File: src/rtl/i2cmps_pkg.sv
// Shared command codes, widths and result type for the I2C master phase sequencer.
package i2cmps_pkg;

  localparam int unsigned OpW    = 3;
  localparam int unsigned ByteW  = 8;
  localparam int unsigned PhaseW = 5;
  localparam int unsigned SubW   = 2;

  // operation field codes; the idle command shares the tick code
  localparam logic [OpW-1:0] OP_TICK  = 3'd0;
  localparam logic [OpW-1:0] OP_START = 3'd1;
  localparam logic [OpW-1:0] OP_STOP  = 3'd2;
  localparam logic [OpW-1:0] OP_WRITE = 3'd3;
  localparam logic [OpW-1:0] OP_READ  = 3'd4;
  localparam logic [OpW-1:0] CMD_IDLE = OP_TICK;

  localparam logic [PhaseW-1:0] PH_LAST_SHORT = 5'd3;   // last phase of start and stop
  localparam logic [PhaseW-1:0] PH_WR_ACK     = 5'd24;  // write: ack sample phase
  localparam logic [PhaseW-1:0] PH_RD_ACK     = 5'd16;  // read: drive ACK or NACK
  localparam logic [PhaseW-1:0] PH_RD_SCL_HI  = 5'd17;
  localparam logic [PhaseW-1:0] PH_RD_SCL_LO  = 5'd18;

  localparam logic [SubW-1:0] SUB_DATA = 2'd0;
  localparam logic [SubW-1:0] SUB_HIGH = 2'd1;
  localparam logic [SubW-1:0] SUB_LOW  = 2'd2;

  // register indexes of the configuration port
  localparam logic [0:0] REG_ENABLED = 1'b0;

  typedef struct packed {
    logic             scl;
    logic             sda;
    logic             busy;
    logic             done;
    logic [ByteW-1:0] read_data;
    logic             acked;
    logic             error;
  } result_t;

endpackage

File: src/rtl/i2c_master_phase_sequencer.sv
// Top level of the I2C master phase sequencer: command decode, phase logic and result register.

// An I2C master that moves one pin phase per item. A start, stop, write or read command is
// taken while enabled and idle and only loads the sequence; every later tick item performs
// one phase of SCL/SDA and samples sda_in where the master reads the line. Start and stop
// take 4 ticks, a write 26, a read 20. The state and the result register are updated
// in the cycle the item is accepted, and a new item is taken every cycle while the result
// register is empty or being drained. A command while disabled or busy reports error
// and changes nothing. Register 0 (byte address 0) holds enabled.
module i2c_master_phase_sequencer (
  input  logic                           clk_i,
  input  logic                           rst_ni,
  input  logic                           in_valid_i,
  output logic                           in_ready_o,
  input  logic [i2cmps_pkg::OpW-1:0]     operation_i,
  input  logic [i2cmps_pkg::ByteW-1:0]   data_byte_i,
  input  logic                           send_ack_i,
  input  logic                           sda_in_i,
  output logic                           out_valid_o,
  input  logic                           out_ready_i,
  output logic                           scl_out_o,
  output logic                           sda_out_o,
  output logic                           busy_res_o,
  output logic                           done_res_o,
  output logic [i2cmps_pkg::ByteW-1:0]   read_data_o,
  output logic                           acked_o,
  output logic                           error_o,
  input  logic                           psel,
  input  logic                           penable,
  input  logic                           pwrite,
  input  logic [2:0]                     paddr,
  input  logic [31:0]                    pwdata,
  output logic [31:0]                    prdata,
  output logic                           pready
);
  import i2cmps_pkg::*;

  logic              enabled_q;
  logic [OpW-1:0]    cmd_q, cmd_d;
  logic [PhaseW-1:0] phase_q, phase_d;
  logic [SubW-1:0]   sub_q, sub_d;
  logic [ByteW-1:0]  shift_q, shift_d;
  logic              ack_choice_q, ack_choice_d;
  logic              scl_q, scl_d;
  logic              sda_q, sda_d;
  logic              ack_flag_q, ack_flag_d;
  logic              out_valid_q;
  result_t           res_q, res_d;
  logic              accept;
  logic              cfg_wr;
  logic              is_cmd;
  logic              last;

  assign in_ready_o = !out_valid_q || out_ready_i;
  assign accept     = in_valid_i && in_ready_o;
  assign pready     = 1'b1;
  assign cfg_wr     = psel && penable && pwrite && (paddr[2] == REG_ENABLED);
  assign prdata     = (paddr[2] == REG_ENABLED) ? {31'd0, enabled_q} : 32'd0;
  assign is_cmd     = operation_i inside {[OP_START:OP_READ]};

  always_comb begin
    cmd_d        = cmd_q;
    phase_d      = phase_q;
    sub_d        = sub_q;
    shift_d      = shift_q;
    ack_choice_d = ack_choice_q;
    scl_d        = scl_q;
    sda_d        = sda_q;
    ack_flag_d   = ack_flag_q;
    last         = 1'b0;
    res_d        = '0;

    if (is_cmd) begin
      if (!enabled_q || cmd_q != CMD_IDLE) begin
        res_d.error = 1'b1;
      end else begin
        cmd_d        = operation_i;
        phase_d      = '0;
        sub_d        = SUB_DATA;
        ack_flag_d   = 1'b0;
        ack_choice_d = send_ack_i;
        shift_d      = (operation_i == OP_WRITE) ? data_byte_i : '0;
      end
    end else if (cmd_q != CMD_IDLE) begin
      case (cmd_q)
        OP_START: begin
          case (phase_q)
            5'd0:    sda_d = 1'b1;
            5'd1:    scl_d = 1'b1;
            5'd2:    sda_d = 1'b0;
            default: begin
              scl_d = 1'b0;
              last  = 1'b1;
            end
          endcase
        end
        OP_STOP: begin
          case (phase_q)
            5'd0:    scl_d = 1'b0;
            5'd1:    sda_d = 1'b0;
            5'd2:    scl_d = 1'b1;
            default: begin
              sda_d = 1'b1;
              last  = 1'b1;
            end
          endcase
        end
        OP_WRITE: begin
          if (phase_q < PH_WR_ACK) begin
            // data, SCL high, SCL low for each bit
            case (sub_q)
              SUB_DATA: begin
                sda_d   = shift_q[ByteW-1];
                shift_d = {shift_q[ByteW-2:0], 1'b0};
              end
              SUB_HIGH: scl_d = 1'b1;
              default:  scl_d = 1'b0;
            endcase
            sub_d = (sub_q == SUB_LOW) ? SUB_DATA : sub_q + 1'b1;
          end else if (phase_q == PH_WR_ACK) begin
            sda_d      = 1'b1;
            scl_d      = 1'b1;
            ack_flag_d = !sda_in_i;
          end else begin
            scl_d = 1'b0;
            last  = 1'b1;
          end
        end
        OP_READ: begin
          if (phase_q < PH_RD_ACK) begin
            if (!phase_q[0]) begin
              sda_d   = 1'b1;
              scl_d   = 1'b1;
              shift_d = {shift_q[ByteW-2:0], sda_in_i};
            end else begin
              scl_d = 1'b0;
            end
          end else if (phase_q == PH_RD_ACK) begin
            sda_d = !ack_choice_q;
          end else if (phase_q == PH_RD_SCL_HI) begin
            scl_d = 1'b1;
          end else if (phase_q == PH_RD_SCL_LO) begin
            scl_d = 1'b0;
          end else begin
            sda_d = 1'b1;
            last  = 1'b1;
          end
        end
        default: begin
          cmd_d   = CMD_IDLE;
          phase_d = '0;
        end
      endcase

      if (cmd_q inside {[OP_START:OP_READ]}) begin
        phase_d = phase_q + 1'b1;
      end
      if (last) begin
        cmd_d   = CMD_IDLE;
        phase_d = '0;
      end
      res_d.done      = last;
      res_d.read_data = (last && cmd_q == OP_READ) ? shift_d : '0;
      res_d.acked     = last && (cmd_q == OP_WRITE) && ack_flag_d;
    end

    res_d.scl  = scl_d;
    res_d.sda  = sda_d;
    res_d.busy = (cmd_d != CMD_IDLE);
  end

  always_ff @(posedge clk_i or negedge rst_ni) begin
    if (!rst_ni) begin
      enabled_q    <= 1'b0;
      cmd_q        <= CMD_IDLE;
      phase_q      <= '0;
      sub_q        <= SUB_DATA;
      shift_q      <= '0;
      ack_choice_q <= 1'b0;
      scl_q        <= 1'b1;
      sda_q        <= 1'b1;
      ack_flag_q   <= 1'b0;
      out_valid_q  <= 1'b0;
    end else begin
      if (cfg_wr) begin
        enabled_q <= pwdata[0];
      end
      if (accept) begin
        cmd_q        <= cmd_d;
        phase_q      <= phase_d;
        sub_q        <= sub_d;
        shift_q      <= shift_d;
        ack_choice_q <= ack_choice_d;
        scl_q        <= scl_d;
        sda_q        <= sda_d;
        ack_flag_q   <= ack_flag_d;
        out_valid_q  <= 1'b1;
      end else begin
        if (out_ready_i) begin
          out_valid_q <= 1'b0;
        end
        // SCL idles high once the bus is enabled
        if (cfg_wr && pwdata[0] && cmd_q == CMD_IDLE) begin
          scl_q <= 1'b1;
        end
      end
    end
  end

  always_ff @(posedge clk_i) begin
    if (accept) begin
      res_q <= res_d;
    end
  end

  assign out_valid_o = out_valid_q;
  assign scl_out_o   = res_q.scl;
  assign sda_out_o   = res_q.sda;
  assign busy_res_o  = res_q.busy;
  assign done_res_o  = res_q.done;
  assign read_data_o = res_q.read_data;
  assign acked_o     = res_q.acked;
  assign error_o     = res_q.error;

  a_done_not_busy: assert property (@(posedge clk_i) disable iff (!rst_ni)
    out_valid_o |-> !(done_res_o && busy_res_o))
    else $error("done item still reports busy");

  a_error_no_done: assert property (@(posedge clk_i) disable iff (!rst_ni)
    out_valid_o && error_o |-> !done_res_o && acked_o == 1'b0 && read_data_o == '0)
    else $error("rejected command also completes a phase");

  a_short_phase: assert property (@(posedge clk_i) disable iff (!rst_ni)
    (cmd_q == OP_START || cmd_q == OP_STOP) |-> phase_q <= PH_LAST_SHORT)
    else $error("start or stop phase counter overran");

  a_error_holds_state: assert property (@(posedge clk_i) disable iff (!rst_ni)
    accept && is_cmd && cmd_q != CMD_IDLE |=> $stable(cmd_q))
    else $error("busy command replaced the running sequence");

endmodule

File: config.mk
export PLATFORM = sky130hd
export DESIGN_NAME = i2c_master_phase_sequencer
export DESIGN_NICKNAME = d
export VERILOG_FILES = /design/src/rtl/i2cmps_pkg.sv /design/src/rtl/i2c_master_phase_sequencer.sv
export SDC_FILE = /design/constraint.sdc
export NUM_CORES = 1
export LEC_CHECK = 0
export BUFFER_PORTS_ARGS = -buffer_cell sky130_fd_sc_hd__buf_2
export CORE_MARGIN = 2
export CORE_UTILIZATION = 52
export CTS_CLUSTER_SIZE = 8
export DETAILED_ROUTE_END_ITERATION = 8
export GPL_ROUTABILITY_DRIVEN = 0
export GPL_TIMING_DRIVEN = 0
export PLACE_DENSITY_LB_ADDON = 0.08
export SLEW_MARGIN = 0
export SYNTH_ARGS = -nofsm -noshare
export SYNTH_HDL_FRONTEND = slang
export SYNTH_SLANG_ARGS = --single-unit
File: constraint.sdc
create_clock -name clk_i -period 5.2 [get_ports clk_i]
set_clock_uncertainty 0.05 [all_clocks]
set_input_delay 0.26 -clock clk_i [delete_from_list [all_inputs] [get_ports clk_i]]
set_output_delay 0.26 -clock clk_i [all_outputs]
set_load 0.01 [all_outputs]
=== Yosys cells after proc, flatten, opt, wreduce, memory -nomap -nowiden ===
Index checks and enable logic that the tools add are counted.

* Reduce and logical (&&, ||, !) cells: 37
* Equal/unequal tests: 15
* Multiplexer cells: 76
* Add/sub/neg operators: 2
* $lt $le $gt $ge: 6
* Bitwise operators: 4

{| class="wikitable"
|+ Operator list
! kind !! count
|-
| $mux 8 || 8
|-
| $mux 1 || 42
|-
| $mux 5 || 6
|-
| $eq 5x5->1 const B || 4
|-
| $pmux 8 s2 || 1
|-
| $mux 3 || 5
|-
| $mux 2 || 6
|-
| $logic_and 1x1->1 || 11
|-
| $lt 5x5->1 const B || 2
|-
| $pmux 1 s2 || 5
|-
| $reduce_bool 2->1 || 5
|-
| $eq 3x2->1 const B || 3
|-
| $pmux 1 s4 || 2
|-
| $ge 3x1->1 const B || 2
|-
| $le 3x3->1 const B || 2
|-
| $reduce_and 3->1 || 2
|-
| $reduce_bool 3->1 || 2
|-
| $reduce_or 2->1 || 3
|-
| $reduce_or 3->1 || 2
|-
| $add 5x1->5 const B || 1
|-
| $eq 5x1->1 const B || 1
|-
| $eq 5x2->1 const B || 1
|-
| $logic_not 5->1 || 1
|-
| $reduce_and 5->1 || 1
|-
| 15 further kinds || 22
|}

* Register bits: 38
* Output and inout bits: 49

=== Logic depth before layout (Yosys ltp) ===
Gate-level depths: netlist of run 1.

* Word-level depth: 12
* Gate-level depth with buffers: 9
* Mapped depth without buffers: 8

=== Least setup slack after synthesis of run 1 ===
No wires, ideal clock.

* Path type: register -> register
* Start: reg out_valid_q, in the netlist out_valid_o
* End: reg phase_q[4]
* Stages on the path, launching flop included: 8
* Path slack: 3.075 ns
* Clock period less this slack: 2.125 ns
* Arrival: 1.926 ns
* Buffers on the path: 0
* Cells stage by stage: dfrtp_1 > nand2b_1 > nand2_1 > clkinv_1 > nand3_1 > o31ai_1 > a41oi_1 > a21oi_1

* Word-level cells in the longest chain between the ends: 4

{| class="wikitable"
|+ Ends and longest elaborated chain
! item !! line !! text
|-
| start: declaration || i2c_master_phase_sequencer.sv:47 || <nowiki>logic out_valid_q;</nowiki>
|-
| start signal: assignment || i2c_master_phase_sequencer.sv:183 || <nowiki>out_valid_q <= 1'b0;</nowiki>
|-
| start signal: assignment || i2c_master_phase_sequencer.sv:197 || <nowiki>out_valid_q <= 1'b1;</nowiki>
|-
| start signal: assignment || i2c_master_phase_sequencer.sv:200 || <nowiki>out_valid_q <= 1'b0;</nowiki>
|-
| $logic_not 1->1 || i2c_master_phase_sequencer.sv:54 || <nowiki>assign in_ready_o = !out_valid_q || out_ready_i;</nowiki>
|-
| $logic_or 1x1->1 || i2c_master_phase_sequencer.sv:54 ||
|-
| named net in_ready_o || i2c_master_phase_sequencer.sv:14 || <nowiki>output logic in_ready_o,</nowiki>
|-
| $logic_and 1x1->1 || i2c_master_phase_sequencer.sv:55 || <nowiki>assign accept = in_valid_i && in_ready_o;</nowiki>
|-
| named net accept || i2c_master_phase_sequencer.sv:49 || <nowiki>logic accept;</nowiki>
|-
| $reduce_and 4->1 (no line) || -- ||
|-
| end signal: assignment || i2c_master_phase_sequencer.sv:190 || <nowiki>phase_q <= phase_d;</nowiki>
|-
| end: declaration || i2c_master_phase_sequencer.sv:40 || <nowiki>logic [PhaseW-1:0] phase_q, phase_d;</nowiki>
|}

The timed path passes the listed nets, and every way through them passes these cells.
A chain may end at the register's enable or synchronous reset.

=== Worst setup path in the final report of run 1 ===
* Start: reg out_valid_q, in the netlist out_valid_o
* End: reg phase_q[4]

* Word-level cells in the longest chain between the ends: 4

{| class="wikitable"
|+ Ends and longest elaborated chain
! item !! line
|-
| $logic_not 1->1 || i2c_master_phase_sequencer.sv:54
|-
| $logic_or 1x1->1 || i2c_master_phase_sequencer.sv:54
|-
| $logic_and 1x1->1 || i2c_master_phase_sequencer.sv:55
|-
| named net accept || i2c_master_phase_sequencer.sv:49
|-
| $reduce_and 4->1 (no line) || --
|}

The timed path passes the listed nets, and every way through them passes these cells.

==> results_dict.tcl, run 1 <==
set metrics [dict create \
    synthCells 272 \
    vias 2125 \
    fin_ws_ps 2560 \
    numCtsBuffers 5 \
    rsz0062_at_grt "no" \
    status "finished, final reports clean" \
    grt_pass1_vias 1858 \
    power_frac_clock_pct 31.5 \
    wl_per_cell_um 13.5 \
    path_class "reg -> reg" \
    setup-violations-final 0 \
    cts.htree.levels 2 \
    synth-main-ff-cell "dfrtp_1" \
    cp.arrival_ps 2720 \
    synth-async-reset-ratio_pct 63.2 \
    dpl_worst_slack_ps 2420 \
    period_share_pct 50.7 \
    grt_start_max_net_pins 25 \
    die_h_um 73.5 \
    mostFrequentLayoutCell "buf_2" \
    grt_pass1_wl_um 8890 \
    cp_cell_sequence "nand2b_1 > nand2_1 > clkinv_1 > nand3_1 > o31ai_1 > a41oi_1 > a21oi_1" \
    ys_seq_area_share_pct 40.7 \
    vias_per_cell 5.27 \
    drc 0 \
    cp-end-kind "flip-flop" \
    diodes 0 \
    antenna_found_initial 0 \
    worst_pin_slew_ps 917 \
    path_max_fanout 21 \
    fmax_mhz 379 \
    internal-power_uw 665 \
    port_buffers 38 \
    p_seq_share_pct 40.1 \
    dieWidth_um 73.5 \
    clock-sinks 38 \
    slowest_delay_ps 610 \
    synth-edff-count 14 \
    syn_area_um2 2510 \
    rows 25 \
    core_um2 4690 \
    final_max_slew_viol_count 0 \
    ys_seq_elements 38 \
    io_pins 104 \
    crit_family "simple AND/OR/NAND/NOR gates" \
    whs_ps 106 \
    clock_latency_ps 300 \
    max_slew_margin_pct 38.4 \
    p_leak_uw 0.00141 \
    hold_path.class "in -> reg" \
    ir_worst_vdd_v 0.000131 \
    cts-root-buf "clkbuf_8" \
    clk_pin_slew_ps 80 \
    dieArea_um2 5410 \
    avgSynthCellArea_um2 9.24 \
    p_sw_share_pct 32.3 \
    overflow 0 \
    place_hpwl_um 4100 \
    tns_ps 0 \
    slowest_stage "clkinv_1" \
    final_cell_mix "buf_2, buf_4, conb_1" \
    grt_use_total_pct 21.3 \
    power_switching_uw 317 \
    required_ps 5290 \
    cp-start-kind "flip-flop" \
    final_layout_size_suffix_gt1_share_pct 31.2 \
    area_growth_pct 20.6 \
    cts_buffer_depth 2 \
    comb_power_share_pct 28.5 \
    post-route-min-period_ps 2640 \
    routed_wl_um 5440 \
    drt.antenna.violating_nets 0 \
    fin_nets 407 \
    ys_warn_count 0 \
    cts_tree "built" \
    cap_violations 0 \
    initial_utilization_pct 53.6 \
    powerDensity_nw_per_um2 324 \
    drt_iter0_drc 116 \
    cp_num_buf_inv 1 \
    finalHoldViolCount 0 \
    post-route-util_pct 64.6 \
    synthDistinctLibCells 63 \
    dr.pass1.iters 4 \
]
## per-stage QoR
step	total power (uW)	area, um^2	std cells
floorplan	604	2630	302
CTS	982	3030	403
finish	983	3030	403
global placement	667	2880	394
detailed placement	674	2880	394
global route	1030	3030	403
## cells by family after synthesis
logic type | count (synthesis) | share of synthesized area, %
buffers and inverters | 53 | 14.3
other | 2 | 0.299
flip-flops | 38 | 40.7
AO/OA/AOI/OAI | 64 | 17.2
XOR/XNOR | 3 | 1.79
multiplexers | 9 | 3.83
AND/OR/NAND/NOR | 99 | 19.9
adder cells (fa/ha/maj) | 4 | 1.99
## path summary, 6_finish.rpt
check,from,to,slack [ps],cells after the start
worst min-delay path,in_valid_i,out_valid_o,110,2
worst max register to register,out_valid_o,phase_q[4],2560,7
worst max-delay path,out_valid_o,phase_q[4],2560,7
worst min register to register,ack_flag_q,ack_flag_q,460,2
max in group asynchronous,rst_ni,phase_q[1],4290,2
min in group asynchronous,rst_ni,cmd_q[1],430,2
## routing by layer
metal  global-route usage (%)  vias up  part of all wire [%]
li1                         -     1058                     -
met1                     30.1      967                    44
met2                     33.4       92                    47
met3                     4.53        8                   7.1
met4                     5.45        0                   1.6
met5                        0        -                     0
## Yosys cell counts (2+ instances only)
library cell | instances | share of area (%)
inv_2 | 2 | 0.30
a21oi_1 | 10 | 2.0
o22ai_1 | 2 | 0.50
nand2b_1 | 2 | 0.50
o31ai_1 | 3 | 0.90
mux2i_1 | 6 | 2.4
conb_1 | 2 | 0.30
nor3_1 | 10 | 2.0
o21ai_0 | 11 | 2.2
buf_4 | 33 | 9.9
a22o_1 | 2 | 0.70
and3_1 | 2 | 0.50
mux2_2 | 2 | 0.90
and2_1 | 2 | 0.50
buf_6 | 4 | 1.8
xnor2_1 | 2 | 0.70
a31oi_1 | 4 | 1.0
inv_1 | 6 | 0.90
nor2_1 | 28 | 4.2
buf_2 | 4 | 0.80
nand3_1 | 6 | 1.2
o21ai_1 | 7 | 1.4
nand4b_1 | 2 | 0.70
nor2_4 | 2 | 0.90
clkbuf_2 | 2 | 0.40
nand2_1 | 29 | 4.3
dfrtp_1 | 22 | 22
a22oi_1 | 6 | 1.8
dfstp_2 | 2 | 2.1
nor4_1 | 3 | 0.75
edfxtp_1 | 14 | 17
nor2b_1 | 3 | 0.75
o211ai_1 | 2 | 0.60
a311oi_1 | 2 | 0.70
nor3_2 | 2 | 0.80
ha_1 | 4 | 2.0
## state kept, by name, indices dropped and copies added (netlist names), 2 cells and up
name	count
shift_q	8
phase_q	5
sub_q	2
cmd_q	3
read_data_o	8
## power by group through the flow
| stage | logic, uW | clock network (uW) | registers [uW] |
|---|---|---|---|
| floorplan | 214 | 0 | 390 |
| global placement | 270 | 0 | 397 |
| detailed placement | 275 | 0 | 399 |
| CTS | 278 | 311 | 393 |
| global route | 311 | 323 | 399 |
| finish | 280 | 309 | 394 |
## repair_timing
item                                   4_1_cts  5_1_grt
resized for setup                            0        0
buffers inserted                             0        0
endpoints found under the hold margin       22        0
hold buffers                                 1        0
## final cells by class
class	count	area (um^2)
fill	404	1660
multi-input combinational	211	1240
sequential	38	1020
buffer	44	327
timing repair buffer	39	200
clock buffer	5	68.8
clock inverter	3	68.8
tap	54	67.6
inverter	9	33.8
(Power assumes the default switching activity.)
==> inputs of run 2 (changes only) <==
--- a/config.mk
+++ b/config.mk
@@ -5,9 +5,10 @@
 export SDC_FILE = /design/constraint.sdc
 export NUM_CORES = 1
 export LEC_CHECK = 0
+export ABC_AREA = 1
 export BUFFER_PORTS_ARGS = -buffer_cell sky130_fd_sc_hd__buf_2
 export CORE_MARGIN = 2
-export CORE_UTILIZATION = 52
+export CORE_UTILIZATION = 49
 export CTS_CLUSTER_SIZE = 8
 export DETAILED_ROUTE_END_ITERATION = 8
 export GPL_ROUTABILITY_DRIVEN = 0
==> constraint.sdc (replaced) <==
create_clock -name clk_i -period 2.7 [get_ports clk_i]
set_clock_uncertainty 0.05 [all_clocks]
set_input_delay 0.135 -clock clk_i [delete_from_list [all_inputs] [get_ports clk_i]]
set_output_delay 0.135 -clock clk_i [all_outputs]
set_load 0.01 [all_outputs]
==> run 2 against run 1 <==
Compared with the run above:
- non-clock buffer count is 9 lower
- design area is 5.8% higher
- die area up 12%
- synthesized cell count increased by 26%
- clock-buffer cell count unchanged
- first-iteration DRC count rose by 9.5%
- via count increased by 7.7%
- sequential share of layout area down 1.9 points
- final cell count is 21% higher
- total power rose to 3.1 times the previous value
- global-route usage shrank 2.5 points
- sequential power is 150% higher
- highest routed layer unchanged
==> results_dict.tcl, run 2 <==
set metrics [dict create \
    status "finished, final reports clean" \
    vias 2289 \
    clock-sinks 38 \
    initial_utilization_pct 51.6 \
    cts_tree "built" \
    cts.htree.levels 2 \
    max_slew_margin_pct 34.2 \
    hold_path.class "in -> reg" \
    overflow 0 \
    synth_top_cell_area_share_pct 20.6 \
    synth-async-reset-ratio_pct 63.2 \
    final_cell_mix "nand2_1, buf_2, nor2_1" \
    ir_worst_vdd_v 0.000388 \
    cp-startpoint "phase_q[0]" \
    yosysMostFrequentCell "nand2_1" \
    final_max_slew_viol_count 0 \
    fin_ws_ps 551 \
    place_hpwl_um 4230 \
    multi_input_area_um2 1340 \
    powerDensity_nw_per_um2 944 \
    power_switching_uw 1350 \
    path_max_fanout 7 \
    p_leak_uw 0.00166 \
    ys_seq_area_share_pct 38.3 \
    post_cts_resized 0 \
    antenna_found_initial 0 \
    routed_wl_um 5490 \
    numCtsBuffers 5 \
    p_sw_share_pct 44.5 \
    vias_per_cell 4.68 \
    drt_iter0_drc 127 \
    cp-end-kind "flip-flop" \
    cts_buffer_depth 2 \
    fillers 462 \
    drc 0 \
    instances_no_fill 489 \
    p_seq_share_pct 32.0 \
    postCtsSetupBuffers 0 \
    wl_per_cell_um 11.2 \
    grt_use_total_pct 18.8 \
    syn_area_um2 2670 \
    placed_cell_area_um2 3060 \
    dpl_worst_slack_ps 594 \
    grt_pass1_wl_um 9140 \
    tns_ps 0 \
    cp.arrival_ps 2150 \
    core_um2 5170 \
    seq_area_um2 1020 \
    comb_power_share_pct 48.5 \
    required_ps 2710 \
    ys_seq_elements 38 \
    cap_violations 0 \
    diodes 0 \
    clk_pin_slew_ps 80 \
    grt_pass1_vias 1987 \
    synth_top_cell_by_area "dfrtp_1" \
    fin_nets 477 \
    ys_warn_count 0 \
    synthCells 342 \
    worstReg2RegStart "phase_q[0]" \
    cts-root-buf "clkbuf_8" \
    area_growth_pct 20.2 \
    post-route-min-period_ps 2150 \
    synth-main-ff-cell "dfrtp_1" \
    synthDistinctLibCells 38 \
    rr_worst_depth 10 \
    port_buffers 38 \
    io_pins 104 \
    synthTopCellsByArea "dfrtp_1, edfxtp_1, nand2_1" \
    grt_start_max_net_pins 25 \
    rr_endpoint "busy_res_o" \
    fmax_mhz 465 \
    avgSynthCellArea_um2 7.81 \
    fin_area_um2 3210 \
    mostFrequentLayoutCell "nand2_1" \
    crit_path_end "busy_res_o" \
    dr.pass1.iters 5 \
    period_share_pct 79.6 \
    setup-violations-final 0 \
    worst_pin_slew_ps 980 \
    final_layout_size_suffix_gt1_share_pct 29.6 \
    drt.antenna.violating_nets 0 \
    dp_cells 480 \
    ctsHoldBuffers 1 \
    rows 26 \
    rsz0062_at_grt "no" \
    post-route-util_pct 62.0 \
    synth-edff-count 14 \
    die_h_um 77.8 \
    clock_latency_ps 300 \
    internal-power_uw 1680 \
    dieArea_um2 6060 \
    dieWidth_um 77.8 \
    r2r_setup_slack_ps 550 \
    yosys-top-cells-count "nand2_1, nor2_1, buf_4, inv_1, dfrtp_1" \
    path_class "reg -> reg" \
    power_frac_clock_pct 19.5 \
    finalHoldViolCount 0 \
    cp-start-kind "flip-flop" \
]
## run 2: critical path, stage by stage (launching register included)
cell      delay [ps]
dfrtp_1          470
inv_1            180
ha_1             320
o211ai_1         280
nand3_1          170
nand2_4          130
inv_2             80
nand2_1           60
nand2_1           60
inv_1             50
nand2_1           50
## run 2: layout make-up
type	count	area share, %
multi-input combinational	258	41.8
sequential	38	31.9
buffer	35	8.11
timing repair buffer	39	6.24
inverter	41	4.88
tap	70	2.73
clock buffer	5	2.15
clock inverter	3	2.15
## run 2: logic make-up (layout without fill, tap and decap cells)
logic type | after synthesis | count (layout) | synth area share, %
AOI/OAI and AO/OA | 49 | 49 | 10.7
muxes | 1 | 1 | 0.422
xor gates and xnor gates | 3 | 3 | 0.984
other | 2 | 32 | 0.281
buffers and inverters | 76 | 123 | 15.6
adders and majority gates | 4 | 4 | 1.87
and+or+nand+nor | 169 | 169 | 31.8
DFF | 38 | 38 | 38.3
## run 2: metrics by stage
| stage | power, uW | hold slack (ps) |
|---|---|---|
| CTS | 3030 | 15.1 |
| floorplan | 2110 | -211 |
| finish | 3030 | 16.1 |
| global placement | 2400 | 119 |
| detailed placement | 2430 | 120 |
| global route | 3270 | 17.1 |
## run 2: routing by layer
metal	wire (um)	GRT usage [%]	vias to the layer above
li1	-	-	1189
met1	2630	25.8	1020
met2	2480	30.1	73
met3	298	3.84	7
met4	78	5.36	0
met5	0	0	-
## run 2: power groups by stage
stage	Clock, uW	Sequential, uW	Combinational [uW]
detailed placement	0	975	1460
global route	620	992	1660
CTS	597	965	1470
finish	590	968	1470
floorplan	0	947	1160
global placement	0	965	1440
## run 2: worst min path at each step
stage	slack [ps]	end	from	cells after the start
2_1_floorplan	-210	ack_choice_q	rst_ni	0
3_3_place_gp	120	enabled_q	rst_ni	1
3_5_place_dp	120	out_valid_o	rst_ni	1
4_1_cts	20	ack_choice_q	send_ack_i	2
5_1_grt	20	ack_choice_q	send_ack_i	2
6_report	20	ack_choice_q	send_ack_i	2
==> inputs of run 3 (changes only) <==
--- a/config.mk
+++ b/config.mk
@@ -8,7 +8,7 @@
 export ABC_AREA = 1
 export BUFFER_PORTS_ARGS = -buffer_cell sky130_fd_sc_hd__buf_2
 export CORE_MARGIN = 2
-export CORE_UTILIZATION = 49
+export CORE_UTILIZATION = 45
 export CTS_CLUSTER_SIZE = 8
 export DETAILED_ROUTE_END_ITERATION = 8
 export GPL_ROUTABILITY_DRIVEN = 0
==> constraint.sdc (replaced) <==
create_clock -name clk_i -period 1.7 [get_ports clk_i]
set_clock_uncertainty 0.05 [all_clocks]
set_input_delay 0.085 -clock clk_i [delete_from_list [all_inputs] [get_ports clk_i]]
set_output_delay 0.085 -clock clk_i [all_outputs]
set_load 0.01 [all_outputs]
==> run 3 against run 2 <==
Compared with the run above:
- the run now ends with setup timing left
- sequential share of layout area fell by 3.6 points
- clock-buffer cell count is the same
- global-route usage is 0.059 points lower
- non-clock buffer count grew 28
- utilization increased by 0.54 points
==> results_dict.tcl, run 3 (synthesized netlist as in run 2, its figures left out) <==
set metrics [dict create \
    mostFrequentLayoutCell "nand2_1" \
    dieWidth_um 81.0 \
    rows 28 \
    cts_tree "built" \
    core_um2 5820 \
    place_hpwl_um 4310 \
    ir_worst_vdd_v 0.000588 \
    period_share_pct 102 \
    diodes 0 \
    cap_violations 0 \
    numCtsBuffers 5 \
    cts-root-buf "clkbuf_8" \
    wl_per_cell_um 11.6 \
    cts_buffer_depth 2 \
    overflow 0 \
    clock-sinks 38 \
    vias 2406 \
    drt_iter0_drc 79 \
    die_h_um 81.0 \
    fin_ws_ps -41.4 \
    cp-end-kind "flip-flop" \
    drt.antenna.violating_nets 0 \
    worstReg2RegStart "phase_q[0]" \
    cp_num_buf_inv 3 \
    area_growth_pct 36.3 \
    fin_nets 506 \
    final_cell_mix "nand2_1, buf_4, buf_2" \
    crit_family "simple AND/OR/NAND/NOR gates" \
    dp_cells 485 \
    clk_pin_slew_ps 80 \
    worst_pin_slew_ps 1290 \
    io_pins 104 \
    hold-path-endpoint "enabled_q" \
    violations "setup timing" \
    initial_utilization_pct 45.9 \
    clock_latency_ps 300 \
    rsz0062_at_grt "yes" \
    instances_no_fill 523 \
    fmax_mhz 574 \
    placed_cell_area_um2 3100 \
    cp-start-kind "flip-flop" \
    vias_per_cell 4.60 \
    powerDensity_nw_per_um2 1500 \
    grt_pass1_wl_um 9470 \
    hold_path_depth 3 \
    r2r_setup_slack_ps -40 \
    cp_cell_sequence "inv_4 > ha_4 > o211ai_1 > nand3_1 > nand2_4 > inv_4 > nand2_4 > nand2_4 > inv_2 > nand2_1" \
    post-route-min-period_ps 1740 \
    slowest_delay_ps 420 \
    dieArea_um2 6570 \
    fin_area_um2 3640 \
    final_layout_size_suffix_gt1_share_pct 42.0 \
    status "finished with violations" \
    cts.htree.levels 2 \
    drc 0 \
    path_class "reg -> reg" \
    slowest_stage "dfrtp_2" \
    antenna_found_initial 0 \
    finalHoldViolCount 0 \
    final_max_slew_viol_count 0 \
    path_max_fanout 4 \
    rr_endpoint "busy_res_o" \
    cp_common_cell "nand2_4" \
    cp.arrival_ps 1750 \
    p_leak_uw 0.00182 \
    dr.pass1.iters 4 \
    hp-start "pwdata[0]" \
    grt_pass1_vias 2085 \
    required_ps 1710 \
    rr_worst_depth 10 \
    grt_start_max_net_pins 25 \
    routed_wl_um 6070 \
    max_slew_margin_pct 13.5 \
    port_buffers 38 \
    grt_use_total_pct 18.7 \
    hold_path.class "in -> reg" \
    setup-violations-final 2 \
]
## run 3: cell types whose count changed in the layout (fill, tap and decap cells not counted), moves of 4 or more
cell / change
buf_4: +20
nand2_1: -10
a21oi_1: -7
a21oi_2: +7
dfrtp_1: -6
dfrtp_2: +6
nand2_4: +5
nand2_2: +4
nor2_1: -4
## run 3: how the worst max path moves through the flow
stage | cells past startpoint | slack, ps | from | to
2_1_floorplan | 12 | -30 | phase_q[0] | busy_res_o
3_3_place_gp | 12 | -260 | phase_q[0] | busy_res_o
3_5_place_dp | 12 | -280 | phase_q[0] | busy_res_o
4_1_cts | 8 | -40 | phase_q[0] | busy_res_o
5_1_grt | 10 | -120 | phase_q[0] | busy_res_o
6_report | 10 | -40 | phase_q[0] | busy_res_o
## run 3: worst reg2reg max path, stage by stage (launching register included)
cell	delay (ps)
dfrtp_2	420
inv_4	70
ha_4	170
o211ai_1	250
nand3_1	160
nand2_4	130
inv_4	60
nand2_4	60
nand2_4	50
inv_2	40
nand2_1	40
## run 3: cell type report
class / instances / area (um^2)
Multi-Input combinational cell: 259 / 1520
Timing Repair Buffer: 67 / 460
Inverter: 41 / 189
Clock buffer: 5 / 68.8
Sequential cell: 38 / 1030
Buffer: 35 / 264
Tap cell: 75 / 93.8
Clock inverter: 3 / 16.3
Fill cell: 534 / 2180
## run 3: routing by layer
metal  share of wire, %  track usage [%]
met5                  0                0
met4                1.2             5.25
met3                4.8             4.00
met2                 46             30.6
met1                 48             25.2
## run 3: through the flow
stage / util [%] / setup WS, ps / total power [uW] / setup TNS [ps] / hold slack (ps)
finish: 62.6 / -41.4 / 5450 / -65.9 / 9.79
global route: 62.6 / -125 / 5910 / -1080 / 41.2
CTS: 57.5 / -39.1 / 4830 / -113 / 5.55
detailed placement: 53.3 / -278 / 3940 / -3280 / 74.9
global placement: 53.3 / -264 / 3920 / -2650 / 73.9
floorplan: - / -29.3 / 3420 / -29.3 / -261
## run 3: repair_timing
item	CTS	global route
hold buffers	3	0
pin swaps	8	20
resized for setup	10	51
hold endpoints to repair	24	0
cloned	0	2
setup buffers	13	12
endpoints found under the setup margin	34	29
## run 3: power breakdown
group | total, uW | switching [uW] | leakage [uW] | internal, uW
clock | 620 | 339 | 0.0000416 | 281
combinational | 3260 | 1850 | 0.00135 | 1410
sequential | 1570 | 297 | 0.000427 | 1280
total | 5450 | 2490 | 0.00182 | 2970
